--- src/rtl/fpd_pkg.sv ---
// Shared types and constants for the fixed-point divider.
// No dependencies; imported by every other file of the block.
`default_nettype none

package fpd_pkg;

  localparam int FPD_FRAC_BITS = 16;
  localparam int FPD_WORD_BITS = 32;

  // result status codes
  typedef enum logic [1:0] {
    FPD_STATUS_OK   = 2'd0,
    FPD_STATUS_OVF  = 2'd1,
    FPD_STATUS_DIV0 = 2'd2
  } fpd_status_t;

  // controller -> datapath commands
  typedef struct packed {
    logic load;   // capture operands, start a new division
    logic step;   // one restoring iteration
    logic store;  // write the finished word into the output register
  } fpd_cmd_t;

endpackage

`default_nettype wire

--- src/rtl/fpd_ctrl.sv ---
// Sequencer for the fixed-point divider: handshakes, step counter, commands.
// Depends on fpd_pkg.
`default_nettype none

module fpd_ctrl #(
  parameter int STEPS = fpd_pkg::FPD_WORD_BITS + fpd_pkg::FPD_FRAC_BITS
) (
  input  logic             clk,
  input  logic             rst,
  input  logic             in_valid,
  output logic             in_ready,
  output logic             out_valid,
  input  logic             out_ready,
  output fpd_pkg::fpd_cmd_t cmd
);
  import fpd_pkg::*;

  localparam int CNT_W = $clog2(STEPS);

  typedef enum logic [1:0] {
    ST_IDLE,
    ST_RUN,
    ST_DONE
  } state_t;

  state_t           state;
  logic [CNT_W-1:0] count;
  logic             out_free;

  assign in_ready = (state == ST_IDLE);
  assign out_free = !out_valid || out_ready;

  always_comb begin
    cmd.load  = in_valid && in_ready;
    cmd.step  = (state == ST_RUN);
    cmd.store = (state == ST_DONE) && out_free;
  end

  always_ff @(posedge clk) begin
    if (rst) begin
      state     <= ST_IDLE;
      count     <= '0;
      out_valid <= 1'b0;
    end else begin
      case (state)
        ST_IDLE: begin
          if (cmd.load) begin
            state <= ST_RUN;
            count <= '0;
          end
        end
        ST_RUN: begin
          if (count == CNT_W'(STEPS - 1)) begin
            state <= ST_DONE;
          end else begin
            count <= count + 1'b1;
          end
        end
        ST_DONE: begin
          if (out_free) begin
            state <= ST_IDLE;
          end
        end
        default: begin
          state <= ST_IDLE;
        end
      endcase

      if (cmd.store) begin
        out_valid <= 1'b1;
      end else if (out_ready) begin
        out_valid <= 1'b0;
      end
    end
  end

endmodule

`default_nettype wire

--- src/rtl/fpd_dp.sv ---
// Datapath of the fixed-point divider: operand magnitudes, restoring
// shift/subtract loop, saturation, sign and output register. Depends on fpd_pkg.
`default_nettype none

module fpd_dp #(
  parameter int WORD_BITS = fpd_pkg::FPD_WORD_BITS,
  parameter int FRAC_BITS = fpd_pkg::FPD_FRAC_BITS
) (
  input  logic                        clk,
  input  fpd_pkg::fpd_cmd_t           cmd,
  input  logic signed [WORD_BITS-1:0] dividend,
  input  logic signed [WORD_BITS-1:0] divisor,
  output logic signed [WORD_BITS-1:0] quotient,
  output logic [1:0]                  status
);
  import fpd_pkg::*;

  localparam int QW = WORD_BITS + FRAC_BITS;
  localparam logic [QW-1:0] LIM_POS = (QW'(1) << (WORD_BITS - 1)) - QW'(1);
  localparam logic [QW-1:0] LIM_NEG = QW'(1) << (WORD_BITS - 1);
  localparam logic [WORD_BITS-1:0] W_MAX = {1'b0, {(WORD_BITS-1){1'b1}}};
  localparam logic [WORD_BITS-1:0] W_MIN = {1'b1, {(WORD_BITS-1){1'b0}}};

  // working registers
  logic [WORD_BITS-1:0] den_mag;
  logic [WORD_BITS-1:0] rem;
  logic [QW-1:0]        acc;      // shifted dividend in, quotient bits out
  logic                 neg;
  logic                 num_neg;
  logic                 div_zero;

  logic [WORD_BITS-1:0] dividend_mag;
  logic [WORD_BITS-1:0] divisor_mag;
  logic [WORD_BITS:0]   trial;
  logic [WORD_BITS:0]   diff;
  logic                 fits;
  logic [WORD_BITS-1:0] rem_next;

  logic [QW-1:0]        lim;
  logic                 over;
  logic [WORD_BITS-1:0] q_sat;
  logic [WORD_BITS-1:0] q_signed;
  logic [WORD_BITS-1:0] quotient_next;
  fpd_status_t          status_next;

  assign dividend_mag = dividend[WORD_BITS-1] ? (~dividend + 1'b1) : dividend;
  assign divisor_mag  = divisor[WORD_BITS-1]  ? (~divisor + 1'b1)  : divisor;

  // one restoring step: bring down the next dividend bit, try the subtract
  assign trial    = {rem, acc[QW-1]};
  assign fits     = trial >= {1'b0, den_mag};
  assign diff     = trial - {1'b0, den_mag};
  assign rem_next = fits ? diff[WORD_BITS-1:0] : trial[WORD_BITS-1:0];

  // finish: saturate magnitude to signed limit, apply sign; zero divisor: limit
  always_comb begin
    lim      = neg ? LIM_NEG : LIM_POS;
    over     = acc > lim;
    q_sat    = over ? lim[WORD_BITS-1:0] : acc[WORD_BITS-1:0];
    q_signed = neg ? (~q_sat + 1'b1) : q_sat;
    if (div_zero) begin
      quotient_next = num_neg ? W_MIN : W_MAX;
      status_next   = FPD_STATUS_DIV0;
    end else if (over) begin
      quotient_next = q_signed;
      status_next   = FPD_STATUS_OVF;
    end else begin
      quotient_next = q_signed;
      status_next   = FPD_STATUS_OK;
    end
  end

  always_ff @(posedge clk) begin
    if (cmd.load) begin
      den_mag  <= divisor_mag;
      rem      <= '0;
      acc      <= {dividend_mag, {FRAC_BITS{1'b0}}};
      num_neg  <= dividend[WORD_BITS-1];
      neg      <= dividend[WORD_BITS-1] ^ divisor[WORD_BITS-1];
      div_zero <= (divisor == '0);
    end else if (cmd.step) begin
      rem <= rem_next;
      acc <= {acc[QW-2:0], fits};
    end
    if (cmd.store) begin
      quotient <= quotient_next;
      status   <= status_next;
    end
  end

endmodule

`default_nettype wire

--- src/rtl/fixed_point_divider_core.sv ---
// Top level of the signed fixed-point divider: sequencer plus datapath.
// Depends on fpd_pkg, fpd_ctrl and fpd_dp.
`default_nettype none

//  channel | signals                          | word
//  --------+----------------------------------+---------------------------------
//  in      | in_valid, in_ready               | dividend, divisor (signed Q.FRAC)
//  out     | out_valid, out_ready             | quotient (signed Q.FRAC), status
//
//  A word takes WORD_BITS+FRAC_BITS restoring steps on one shared subtractor,
//  one quotient bit per cycle (48 at the defaults), then a finish step that
//  saturates, signs and stores it. The next word is taken only after the
//  finished word is stored; no new word is accepted while one is divided.
//  The output register holds a finished word while the next one is divided;
//  a stalled out channel only delays the finish step.
//  rst is synchronous and clears the sequencer and out_valid.

module fixed_point_divider_core #(
  parameter int FRAC_BITS = fpd_pkg::FPD_FRAC_BITS,
  parameter int WORD_BITS = fpd_pkg::FPD_WORD_BITS
) (
  input  logic                        clk,
  input  logic                        rst,
  // input channel
  input  logic                        in_valid,
  output logic                        in_ready,
  input  logic signed [WORD_BITS-1:0] dividend,
  input  logic signed [WORD_BITS-1:0] divisor,
  // output channel
  output logic                        out_valid,
  input  logic                        out_ready,
  output logic signed [WORD_BITS-1:0] quotient,
  output logic [1:0]                  status
);
  import fpd_pkg::*;

  // one iteration per bit of the shifted dividend
  localparam int STEPS = WORD_BITS + FRAC_BITS;

  fpd_cmd_t cmd;

  fpd_ctrl #(
    .STEPS(STEPS)
  ) u_ctrl (
    .clk      (clk),
    .rst      (rst),
    .in_valid (in_valid),
    .in_ready (in_ready),
    .out_valid(out_valid),
    .out_ready(out_ready),
    .cmd      (cmd)
  );

  fpd_dp #(
    .WORD_BITS(WORD_BITS),
    .FRAC_BITS(FRAC_BITS)
  ) u_dp (
    .clk     (clk),
    .cmd     (cmd),
    .dividend(dividend),
    .divisor (divisor),
    .quotient(quotient),
    .status  (status)
  );

endmodule

`default_nettype wire

--- config.mk ---
export PLATFORM = sky130hd
export DESIGN_NAME = fixed_point_divider_core
export DESIGN_NICKNAME = d
export VERILOG_FILES = /design/src/rtl/fpd_pkg.sv /design/src/rtl/fpd_ctrl.sv /design/src/rtl/fpd_dp.sv /design/src/rtl/fixed_point_divider_core.sv
export SDC_FILE = /design/constraint.sdc
export NUM_CORES = 1
export LEC_CHECK = 0
export BUFFER_PORTS_ARGS = -buffer_cell sky130_fd_sc_hd__buf_2
export CAP_MARGIN = 5
export CORE_MARGIN = 1.5
export CORE_UTILIZATION = 56
export CTS_CLUSTER_SIZE = 12
export DETAILED_ROUTE_END_ITERATION = 7
export GPL_ROUTABILITY_DRIVEN = 0
export HOLD_SLACK_MARGIN = 0.15
export PLACE_DENSITY = 0.75
export SYNTH_ARGS = -nofsm -noshare
export SYNTH_HDL_FRONTEND = slang
export SYNTH_SLANG_ARGS = --single-unit
--- constraint.sdc ---
create_clock -name clk -period 8.91 [get_ports clk]
set_input_delay 2.673 -clock clk [delete_from_list [all_inputs] [get_ports clk]]
set_output_delay 2.673 -clock clk [all_outputs]
set_load 0.03 [all_outputs]
==> impl_metrics.env <==
export IMPL_outcome="completed"
export IMPL_cts_inserted_buffers=17
export IMPL_setup_ws_ns=2.658
export IMPL_synth_seq_cells=158
export IMPL_fmax_mhz=159.9
export IMPL_hold_buffers=0
export IMPL_worstSetupEndpointType="flip-flop"
export IMPL_grt_pass1_vias=9187
export IMPL_firstDrtPassIters=5
export IMPL_rsz0062_at_grt="no"
export IMPL_synth_top_family_by_area="compound AO/OA/AOI/OAI gates"
export IMPL_setup_tns_ns=0
export IMPL_start_util=0.5779
export IMPL_cts_tree="built"
export IMPL_synthTopCellsByCount="o21ai_0 (135), nand2_1 (130), edfxtp_1 (101)"
export IMPL_clockPowerShare=0.323
export IMPL_period_needed_ns=6.252
export IMPL_synth_area_leader_cell="edfxtp_1"
export IMPL_dpl_hpwl_microns=18440
export IMPL_area_growth_synth_to_final_pct=11.95
export IMPL_synth_edff_count=101
export IMPL_ys_flop_type="edfxtp_1"
export IMPL_cts_sinks=158
export IMPL_hold_path_endpoint="u_ctrl.count[1]"
export IMPL_critPathKind="reg -> reg"
export IMPL_power_switching_mw=0.7996
export IMPL_critical_path_arrival_ns=6.51
export IMPL_yosysMostFrequentCell="o21ai_0"
export IMPL_synth_cell_type_count=67
export IMPL_synthSimpleGateAreaFrac=0.1934
export IMPL_synthCells=1252
export IMPL_clk_latency_ns=0.44
export IMPL_grt_start_max_net_pins=74
export IMPL_ir_drop_mv=0.1429
export IMPL_yosysSeqAreaShare=0.3823
export IMPL_finalNetCount=1458
export IMPL_reg2reg_depth=18
export IMPL_instances_no_fill=1594
export IMPL_finalMaxSlewViolations=0
export IMPL_fin_area_sq_mm=0.01222
export IMPL_setup_viol=0
export IMPL_maxSlewHeadroom=0.4734
export IMPL_p_seq_frac=0.396
export IMPL_yosys_mux_area_fraction=0.02143
export IMPL_cp_max_fo=59
export IMPL_synth_fa_ha_area_frac=0.07976
export IMPL_n_antenna_cell=0
export IMPL_p_leak_nw=4.777
export IMPL_powerDensity_mw_per_mm2=194.5
export IMPL_grt_antenna_before_repair=0
export IMPL_overflow=0
export IMPL_dr_total_vias=9830
export IMPL_synth_compound_area_frac=0.2159
export IMPL_drive_gt1_frac=0.1252
export IMPL_cts_root_buf="clkbuf_16"
export IMPL_via_per_inst=6.167
export IMPL_whs_ns=0.4977
export IMPL_hp_start="u_ctrl.count[1]"
export IMPL_post_route_util=0.6470
export IMPL_p_total_mw=2.378
export IMPL_regArea_sq_mm=0.004174
export IMPL_yosys_area_top_type_share=0.2778
export IMPL_grt_pass1_wl_microns=44480
export IMPL_drc=0
export IMPL_yosys_area_share_xor_xnor=0.06418
export IMPL_pre_cts_slack_ns=2.790
export IMPL_worst_setup_path_start_kind="flip-flop"
export IMPL_holdPathStages=2
export IMPL_r2r_start="u_dp.neg"
export IMPL_nFillCells=1637
export IMPL_multiInputGateArea_sq_mm=0.006291
export IMPL_first_iter_violations=866
export IMPL_p_int_mw=1.578
export IMPL_fin_crit_sh=0.7017
export IMPL_die_area_sq_mm=0.02034
export IMPL_die_w_microns=142.6
export IMPL_crit_required_ns=9.17
export IMPL_yosys_warnings=0
export IMPL_coreArea_sq_mm=0.01889
export IMPL_ys_top_cells_by_area="edfxtp_1 (28%), dfxtp_1 (10%), ha_1 (7.8%), o21ai_0 (6.2%), nand2_1 (4.5%)"
export IMPL_hold_path_class="reg -> reg"
export IMPL_p_comb_frac=0.282
export IMPL_postCtsResizedCells=0
export IMPL_clock_skew_ns=0.009034
export IMPL_r2r_slack_ns=2.66
export IMPL_rows=50
export IMPL_maxCapViolCount=0
export IMPL_postCtsSetupRepairBufs=0
export IMPL_final_antenna_net_count=0
export IMPL_cts_clk_slew_worst_paths_ns=0.07
export IMPL_placedCellCount=1562
export IMPL_worst_pin_slew_ns=0.7846
export IMPL_synthArstFlopShare=0
export IMPL_syn_area_per_cell_sq_um=8.720
export IMPL_placed_cell_area_sq_mm=0.01161
export IMPL_p_sw_frac=0.3363
export IMPL_wl_per_cell_microns=16.56
export IMPL_cts_htree_levels=4
export IMPL_die_h_microns=142.6
export IMPL_hold_violations=0
export IMPL_grt_total_usage=0.2704
export IMPL_clk_path_buf_depth=2
export IMPL_wirelength_microns=26390
export IMPL_r2r_end="u_dp.quotient[30]"
export IMPL_io_buffers=103
export IMPL_io_pin_count=104
export IMPL_synthesis_nets=1389
export IMPL_syn_area_sq_mm=0.01092
-- cells by family (layout without fill, tap and decap cells) --
logic type,after synthesis,after routing
AOI/OAI and AO/OA,381,381
muxes,23,23
adders and majority gates,69,69
xor gates and xnor gates,80,80
DFF,158,158
buffers and inverters,124,206
and+or+nand+nor,417,417
-- power by group through the flow --
stage	registers [mW]	clock network, mW	logic, mW
2_1_floorplan	0.945	0	0.491
3_3_place_gp	0.951	0	0.642
3_5_place_dp	0.953	0	0.656
4_1_cts	0.938	0.773	0.664
5_1_grt	0.948	0.800	0.749
6_report	0.940	0.767	0.670
-- layout by cell type (no fill, tap or decap), types with 16 or more instances in the layout --
master / count
buf_2: 103
or3_1: 31
a31oi_1: 23
ha_1: 68
o31ai_1: 30
xor2_1: 38
nor2_1: 72
inv_1: 58
nand2b_1: 16
edfxtp_1: 101
nand4_1: 21
xnor2_1: 42
mux2i_1: 20
clkbuf_16: 17
nor4_1: 20
o21ai_0: 135
nand3_1: 26
nand2_1: 129
nor3_1: 31
dfxtp_1: 57
a21oi_1: 88
-- cell type report --
class / count / share of cell area
Tap cell: 260 / 0.02661
Sequential cell: 158 / 0.3415
Multi-Input combinational cell: 970 / 0.5147
Clock inverter: 15 / 0.01505
Inverter: 60 / 0.01843
Timing Repair Buffer: 114 / 0.04893
Clock buffer: 17 / 0.03480
-- worst max-delay path, stage by stage, from the launching register on --
cell and delay [ns]:
edfxtp_1 0.32, buf_4 0.50, clkinv_1 0.77, ha_1 0.58, nand4_1 0.12, or4_1 0.44, nor4_1 0.31, o21ai_0 0.20
o2bb2ai_1 0.18, buf_4 0.30, nand2_1 0.12, o21ai_0 0.15, ha_1 0.35, inv_1 0.17, nor4_2 0.61, nand4_1 0.28
o211ai_1 0.24, o21ai_0 0.11, a221oi_1 0.29
-- routing by layer --
metal | wire length [microns] | track usage | up-vias
li1 | - | - | 4821
met1 | 11300 | 0.3419 | 4543
met2 | 12840 | 0.4635 | 402
met3 | 1637 | 0.04594 | 64
met4 | 611 | 0.1015 | 0
met5 | 0 | 0 | -
-- sequential cells by signal, summed over array words and instances (netlist names) --
| name | flops |
|---|---|
| u_dp.acc | 48 |
| u_dp.den_mag | 32 |
| u_dp.quotient | 32 |
| u_dp.rem | 32 |
| u_ctrl.count | 6 |
| u_ctrl.state | 2 |
| u_dp.status | 2 |
| u_ctrl.out_valid | 1 |
| u_dp.div_zero | 1 |
| u_dp.neg | 1 |
| u_dp.num_neg | 1 |
-- how the worst max path moves through the flow --
stage | startpoint | slack (ns) | end
finish | u_dp.neg | 2.66 | u_dp.quotient[30]
global placement | u_dp.neg | 3.05 | u_dp.quotient[30]
detailed placement | u_dp.neg | 2.79 | u_dp.quotient[30]
floorplan | u_dp.neg | 3.20 | u_dp.quotient[30]
global route | u_dp.neg | 2.08 | u_dp.quotient[30]
CTS | u_dp.neg | 2.77 | u_dp.quotient[30]
Power figures use the tool's default switching activity.
